===== src/sxfr_pkg.sv =====
// shared types and constants for the sync/length/xor frame receiver
// no dependencies; imported by every module of the block except the ram
package sxfr_pkg;

  // request commands
  localparam logic [1:0] CMD_RX      = 2'd0;
  localparam logic [1:0] CMD_RELEASE = 2'd1;
  localparam logic [1:0] CMD_READ    = 2'd2;

  localparam logic [7:0] SYNC_RESET  = 8'hA0;
  localparam logic [7:0] MIN_LENGTH  = 8'd2;
  localparam int         STORE_DEPTH_DEF = 35;
  localparam int         FIFO_DEPTH  = 4;

  typedef struct packed {
    logic [1:0] cmd;
    logic [7:0] rx_byte;
    logic [5:0] read_index;
  } in_item_t;

  typedef struct packed {
    logic       frame_ready;
    logic       byte_taken;
    logic [7:0] read_data;
    logic [7:0] frame_length;
  } out_item_t;

  // front to back: one classified request, read data still pending
  typedef struct packed {
    logic       frame_ready;
    logic       byte_taken;
    logic       is_read;
    logic [7:0] frame_length;
  } fb_item_t;

endpackage


===== src/sxfr_ram.sv =====
// generic simple dual-port ram, one write port and one registered read port
// no dependencies
module sxfr_ram #(
  parameter int WIDTH = 8,
  parameter int DEPTH = 35
) (
  input  logic                     clk,
  input  logic                     we,
  input  logic [$clog2(DEPTH)-1:0] waddr,
  input  logic [WIDTH-1:0]         wdata,
  input  logic [$clog2(DEPTH)-1:0] raddr,
  output logic [WIDTH-1:0]         rdata
);

  logic [WIDTH-1:0] mem [DEPTH];
  logic [WIDTH-1:0] rdata_r;

  always_ff @(posedge clk) begin
    if (we) begin
      mem[waddr] <= wdata;
    end
    rdata_r <= mem[raddr];
  end

  assign rdata = rdata_r;

endmodule


===== src/sxfr_front.sv =====
// front end: accepts requests, runs the frame hunt, issues store writes and reads
// depends on sxfr_pkg
module sxfr_front #(
  parameter int STORE_DEPTH = sxfr_pkg::STORE_DEPTH_DEF
) (
  input  logic                           clk,
  input  logic                           rst_n,
  input  logic                           in_fire,
  input  sxfr_pkg::in_item_t             in_item,
  input  logic                           cfg_we,
  input  logic [7:0]                     cfg_wdata,
  output logic                           mem_we,
  output logic [$clog2(STORE_DEPTH)-1:0] mem_waddr,
  output logic [7:0]                     mem_wdata,
  output logic [$clog2(STORE_DEPTH)-1:0] mem_raddr,
  output logic                           fb_valid,
  output sxfr_pkg::fb_item_t             fb_item
);
  import sxfr_pkg::*;

  localparam int AW = $clog2(STORE_DEPTH);

  logic [AW-1:0] pos_r, pos_nxt;
  logic [7:0]    xor_r, xor_nxt;
  logic          ready_r, ready_nxt;
  logic [7:0]    len_r, len_nxt;
  logic [7:0]    sync_r;
  logic          taken;
  logic          is_read;
  logic          len_ok;
  logic [7:0]    b;

  assign b = in_item.rx_byte;
  // length must leave room for the checksum inside the store
  assign len_ok = (b >= MIN_LENGTH) && ((9'(b) + 9'd1) < 9'(STORE_DEPTH));

  always_comb begin
    pos_nxt   = pos_r;
    xor_nxt   = xor_r;
    ready_nxt = ready_r;
    len_nxt   = len_r;
    taken     = 1'b0;
    is_read   = 1'b0;
    mem_we    = 1'b0;
    if (in_fire) begin
      case (in_item.cmd)
        CMD_RX: begin
          if (!ready_r) begin
            taken  = 1'b1;
            mem_we = 1'b1;
            if (pos_r == '0) begin
              xor_nxt = '0;
              if (b == sync_r) begin
                xor_nxt = b;
                pos_nxt = AW'(1);
              end
            end else if (pos_r == AW'(1)) begin
              len_nxt = b;
              if (len_ok) begin
                xor_nxt = xor_r ^ b;
                pos_nxt = AW'(2);
              end else begin
                xor_nxt = '0;
                pos_nxt = '0;
              end
            end else if (8'(pos_r) <= len_r) begin
              xor_nxt = xor_r ^ b;
              pos_nxt = pos_r + AW'(1);
            end else begin
              // checksum byte
              if (xor_r == b) begin
                ready_nxt = 1'b1;
              end
              pos_nxt = '0;
            end
          end
        end
        CMD_RELEASE: ready_nxt = 1'b0;
        CMD_READ:    is_read = {1'b0, in_item.read_index} < 7'(STORE_DEPTH);
        default: ;
      endcase
    end
  end

  always_ff @(posedge clk) begin
    if (!rst_n) begin
      pos_r   <= '0;
      xor_r   <= '0;
      ready_r <= 1'b0;
      sync_r  <= SYNC_RESET;
    end else begin
      pos_r   <= pos_nxt;
      xor_r   <= xor_nxt;
      ready_r <= ready_nxt;
      if (cfg_we) begin
        sync_r <= cfg_wdata;
      end
    end
    len_r <= len_nxt;
  end

  assign mem_waddr = pos_r;
  assign mem_wdata = b;
  assign mem_raddr = in_item.read_index[AW-1:0];

  assign fb_valid             = in_fire;
  assign fb_item.frame_ready  = ready_nxt;
  assign fb_item.byte_taken   = taken;
  assign fb_item.is_read      = is_read;
  assign fb_item.frame_length = ready_nxt ? len_nxt : 8'd0;

  // a locked receiver always restarts the hunt from the sync byte
  a_ready_pos: assert property (@(posedge clk) disable iff (!rst_n)
    ready_r |-> pos_r == '0)
    else $error("ready flag set with hunt in progress");

  // no store write while a frame is locked
  a_locked_nowrite: assert property (@(posedge clk) disable iff (!rst_n)
    ready_r |-> !mem_we)
    else $error("store written while frame locked");

  // the hunt position never leaves the store
  a_pos_in_store: assert property (@(posedge clk) disable iff (!rst_n)
    32'(pos_r) < STORE_DEPTH)
    else $error("hunt position beyond the store");

endmodule


===== src/sxfr_back.sv =====
// back end: merges store read data into results and queues them for the consumer
// depends on sxfr_pkg
module sxfr_back (
  input  logic                 clk,
  input  logic                 rst_n,
  input  logic                 fb_valid,
  input  sxfr_pkg::fb_item_t   fb_item,
  input  logic [7:0]           mem_rdata,
  output logic                 in_full,
  output logic                 out_empty,
  input  logic                 out_pop,
  output sxfr_pkg::out_item_t  out_item
);
  import sxfr_pkg::*;

  localparam int PW = $clog2(FIFO_DEPTH);
  localparam int CW = $clog2(FIFO_DEPTH + 1);

  logic      s1_valid_r;
  fb_item_t  s1_r;
  out_item_t fifo_r [FIFO_DEPTH];
  out_item_t push_item;
  logic [PW-1:0] wptr_r, rptr_r;
  logic [CW-1:0] cnt_r, cnt_nxt;
  logic          pop_fire;

  // the registered store read lands together with its request in the read stage
  assign push_item.frame_ready  = s1_r.frame_ready;
  assign push_item.byte_taken   = s1_r.byte_taken;
  assign push_item.read_data    = s1_r.is_read ? mem_rdata : 8'd0;
  assign push_item.frame_length = s1_r.frame_length;

  assign pop_fire = out_pop && (cnt_r != '0);
  assign cnt_nxt  = cnt_r + CW'(s1_valid_r) - CW'(pop_fire);

  always_ff @(posedge clk) begin
    if (!rst_n) begin
      s1_valid_r <= 1'b0;
      wptr_r     <= '0;
      rptr_r     <= '0;
      cnt_r      <= '0;
    end else begin
      s1_valid_r <= fb_valid;
      cnt_r      <= cnt_nxt;
      if (s1_valid_r) begin
        wptr_r <= (wptr_r == PW'(FIFO_DEPTH - 1)) ? '0 : wptr_r + PW'(1);
      end
      if (pop_fire) begin
        rptr_r <= (rptr_r == PW'(FIFO_DEPTH - 1)) ? '0 : rptr_r + PW'(1);
      end
    end
    s1_r <= fb_item;
    if (s1_valid_r) begin
      fifo_r[wptr_r] <= push_item;
    end
  end

  // room is reserved for the request still in the read stage
  assign in_full   = (cnt_r + CW'(s1_valid_r)) >= CW'(FIFO_DEPTH);
  assign out_empty = (cnt_r == '0);
  assign out_item  = fifo_r[rptr_r];

  a_no_overrun: assert property (@(posedge clk) disable iff (!rst_n)
    (32'(cnt_r) + 32'(s1_valid_r)) <= FIFO_DEPTH)
    else $error("result queue overrun");

  a_push_lands: assert property (@(posedge clk) disable iff (!rst_n)
    s1_valid_r |=> cnt_r != '0)
    else $error("pushed result lost");

  a_full_stops: assert property (@(posedge clk) disable iff (!rst_n)
    in_full |=> !s1_valid_r)
    else $error("request entered while full");

endmodule


===== src/sync_length_xor_frame_receiver_core.sv =====
// top level of the sync/length/xor frame receiver
// depends on sxfr_pkg, sxfr_front, sxfr_ram, sxfr_back
//
//  channel   handshake              payload
//  request   push / full            in_item   (cmd, rx_byte, read_index)
//  result    empty / pop            out_item  (frame_ready, byte_taken, read_data,
//                                              frame_length)
//  config    cfg_we                 cfg_wdata (sync byte)
//
// one request per cycle sustained while full is low; the frame hunt is a combinational
// update in the front end, so every command kind issues back to back
// a result passes through the registered store read and then the result queue write
// before it shows on the result ports
// full rises when the result queue and the read stage together hold four entries;
// the consumer stalling with pop low only backs up through full
// synchronous active-low reset clears the hunt, the ready flag, the queue and
// sets the sync byte to 0xA0; the byte store needs no clearing
module sync_length_xor_frame_receiver_core #(
  parameter int STORE_DEPTH = sxfr_pkg::STORE_DEPTH_DEF
) (
  input  logic                clk,
  input  logic                rst_n,
  // request side
  input  logic                push,
  output logic                full,
  input  sxfr_pkg::in_item_t  in_item,
  // result side
  output logic                empty,
  input  logic                pop,
  output sxfr_pkg::out_item_t out_item,
  // configuration
  input  logic                cfg_we,
  input  logic [7:0]          cfg_wdata
);
  import sxfr_pkg::*;

  localparam int AW = $clog2(STORE_DEPTH);

  logic          in_fire;
  logic          mem_we;
  logic [AW-1:0] mem_waddr, mem_raddr;
  logic [7:0]    mem_wdata, mem_rdata;
  logic          fb_valid;
  fb_item_t      fb_item;

  assign in_fire = push && !full;

  // hunt state machine and store access
  sxfr_front #(
    .STORE_DEPTH(STORE_DEPTH)
  ) u_front (
    .clk       (clk),
    .rst_n     (rst_n),
    .in_fire   (in_fire),
    .in_item   (in_item),
    .cfg_we    (cfg_we),
    .cfg_wdata (cfg_wdata),
    .mem_we    (mem_we),
    .mem_waddr (mem_waddr),
    .mem_wdata (mem_wdata),
    .mem_raddr (mem_raddr),
    .fb_valid  (fb_valid),
    .fb_item   (fb_item)
  );

  // frame byte store
  sxfr_ram #(
    .WIDTH(8),
    .DEPTH(STORE_DEPTH)
  ) u_store (
    .clk   (clk),
    .we    (mem_we),
    .waddr (mem_waddr),
    .wdata (mem_wdata),
    .raddr (mem_raddr),
    .rdata (mem_rdata)
  );

  // read merge and result queue
  sxfr_back u_back (
    .clk       (clk),
    .rst_n     (rst_n),
    .fb_valid  (fb_valid),
    .fb_item   (fb_item),
    .mem_rdata (mem_rdata),
    .in_full   (full),
    .out_empty (empty),
    .out_pop   (pop),
    .out_item  (out_item)
  );

endmodule


===== config.mk =====
export PLATFORM = sky130hd
export DESIGN_NAME = sync_length_xor_frame_receiver_core
export DESIGN_NICKNAME = d
export VERILOG_FILES = /design/src/sxfr_pkg.sv /design/src/sxfr_ram.sv /design/src/sxfr_front.sv /design/src/sxfr_back.sv /design/src/sync_length_xor_frame_receiver_core.sv
export SDC_FILE = /design/constraint.sdc
export NUM_CORES = 1
export LEC_CHECK = 0
export BUFFER_PORTS_ARGS = -buffer_cell sky130_fd_sc_hd__buf_2
export CORE_MARGIN = 3
export CORE_UTILIZATION = 40
export CTS_BUF_LIST = sky130_fd_sc_hd__clkbuf_8
export CTS_CLUSTER_DIAMETER = 50
export CTS_CLUSTER_SIZE = 16
export DETAILED_ROUTE_END_ITERATION = 10
export HOLD_SLACK_MARGIN = 0.1
export PLACE_DENSITY = 0.67
export REMOVE_ABC_BUFFERS = 1
export SYNTH_ARGS = -nofsm -noshare
export SYNTH_HDL_FRONTEND = slang
export SYNTH_SLANG_ARGS = --single-unit

===== constraint.sdc =====
create_clock -name clk -period 7 [get_ports clk]
set_input_delay 1.05 -clock clk [delete_from_list [all_inputs] [get_ports clk]]
set_output_delay 1.05 -clock clk [all_outputs]
set_load 0.05 [all_outputs]

==> flow_summary.yaml <==
outcome:
  run_status: "complete, no violations"
floorplan:
  die_area_um2: 43800
  die_width_um: 209
  placementRows: 73
  die_h_um: 209
  core-area_um2: 40300
  start_util_pct: 41.0
  io_pins: 49
clocking:
  cts-root-buf: "clkbuf_8"
  clk_pin_slew_worst_paths_ns: 0.10
  cts.htree.levels: 2
  cts_inserted_buffers: 36
  cts_resized: 0
  clkLatencyLatePin_ns: 0.55
  clk_path_buf_depth: 3
  ctsHoldBuffers: 0
  cts_tree: "built"
  clock-sinks: 412
  post_cts_buffers: 0
place:
  io_buffers: 48
  hpwl_um: 21300
  place_congestion: 0.817
detailed_routing:
  drcViolationCount: 0
  drt-pass1-iter-count: 5
  totalWireLength_um: 34700
  drt-vias-per-instance: 5.50
  drt_iter0_drc: 761
  num_vias: 8643
  wl_per_cell_um: 22.1
  postRouteAntennaNets: 0
power_and_ir_drop:
  leakagePower_uw: 0.00592
  finalPower_uw: 4710
  ir_worst_vdd_v: 0.000113
  power.density_nw_per_um2: 262
final_layout:
  filler_cell_count: 3429
  final_nets: 1071
  most-common-layout-cells: "352 x edfxtp_1, 66 x mux4_2, 65 x nor2_1"
  post-route-util_pct: 44.6
  drive_gt1_share_pct: 19.9
  multiInputGateArea_um2: 4410
  regArea_um2: 11800
  final_common_cell: "edfxtp_1"
  area_growth_pct: 8.86
grt:
  grt_max_degree: 59
  grt_pass1_wl_um: 52900
  grt_pass1_vias: 8493
  grt_overflow_total: 0
  grt_use_total_pct: 15.6
  antenna_found_initial: 2
worst_setup_path:
  critPathMaxFanout: 9
  cp.required_ns: 7.16
  cp-start-kind: "flop"
  cp-end-kind: "flop"
  cp.arrival_ns: 3.73
  worstSetupPathType: "reg -> reg"
logic_synthesis:
  yosys.area.top_type: "edfxtp_1"
  yosys_warnings: 0
  synth-edff-count: 352
  yosysSeqAreaShare_pct: 71.3
  async_flop_share_pct: 0
  synthesis.area_um2: 16500
  ys_ff_latch: 412
  synth_top_area_share_pct: 64.0
  synthTopCellsByArea: "edfxtp_1 64%, mux4_2 9.0%, dfxtp_1 7.3%"
  synth_ff_type: "edfxtp_1"
  yosysUniqueCellTypes: 53
  syn_inst: 978
  syn_avg_cell_area_um2: 16.9
sta:
  setup_viol: 0
  timing.final.crit_share_pct: 50.9
  fin_crit_ns: 3.57
  fin_skew_ns: 0.0293
  fmax_mhz: 280
  tightest_slew_ns: 1.07
  rsz0062_at_grt: "false"
  slew_violations: 0
  fin_setup_tns_ns: 0
  hold_viol: 0
  maxSlewHeadroom_pct: 28.7
job:
  maxCapViolations: 0
hold_path:
  hold_path_class: "reg -> reg"
## report_power, final
group          internal [uW]  switching [uW]
clock network            621             802
registers               2700            28.1
logic                    186             374
total                   3510            1200
## per-stage QoR
stage	instances	instance area, um2	hold WS [ns]	setup WS (ns)
floorplan	925	16300	0.438	4.25
global placement	1509	17300	0.452	3.02
detailed placement	1509	17300	0.464	3.02
CTS	1571	18000	0.488	3.40
global route	1571	18000	0.505	3.18
finish	1572	18000	0.484	3.43
## sequential cells by signal, indices dropped and copies added, names as in the netlist, 3 cells and up, named ones only
signal and count:
u_front.sync_r 8, u_front.mem_waddr 6, u_store.mem 280, u_back.cnt_r 3, u_back.fifo_r 72, u_front.xor_r 8, u_front.len_r 8, u_store.rdata 8
u_back.push_item 10
## worst paths after layout
check | from | end | slack (ns) | depth (start not counted)
max | u_back.s1_valid_r | u_store.mem[31][1] | 3.43 | 7
min | u_back.push_item[6] | u_back.fifo_r[0][6] | 0.48 | 0
max reg2reg | u_back.s1_valid_r | u_store.mem[31][1] | 3.43 | 7
min reg2reg | u_back.push_item[6] | u_back.fifo_r[0][6] | 0.48 | 0
## critical path, cell delays in order (launching register included)
cell and delay [ns]:
dfxtp_1 0.39, ha_1 0.21, ha_1 0.20, xnor2_1 0.40, nand3_1 0.35, clkinv_1 0.26, nand4_1 0.46, nor2_1 0.90
## cells in the mapped netlist, drive strengths merged, types with 20 or more instances
master and number:
edfxtp 352, mux4 66, nor2 66, dfxtp 60, mux2i 52, buf 28, nor2b 28, nand2 27
clkbuf 25, inv 23, o21ai 23, a21oi 20, ha 20
## final cells by class
cell class	count	share of cell area, %
inverter	24	0.501
tap	525	3.65
multi-input combinational	489	24.5
timing repair buffer	59	1.81
clock inverter	25	1.19
antenna	1	0.0139
clock buffer	37	2.83
sequential	412	65.5
## logic make-up after synthesis
logic type	after synthesis	share of synthesized area (%)
multiplexers	133	13.2
XOR/XNOR	22	1.17
buffers and inverters	77	2.02
flip-flops	412	71.3
AND/OR/NAND/NOR	216	7.02
adder cells (fa/ha/maj)	20	1.52
AO/OA/AOI/OAI	98	3.81
## routing by layer
| layer | vias up | wire length [um] | global-route usage (%) |
|---|---|---|---|
| li1 | 3867 | - | - |
| met1 | 4407 | 15000 | 22.9 |
| met2 | 316 | 16600 | 24.7 |
| met3 | 53 | 2470 | 2.75 |
| met4 | 0 | 686 | 3.23 |
| met5 | - | 0 | 0 |
No activity file was read; power rests on OpenSTA's default activity.
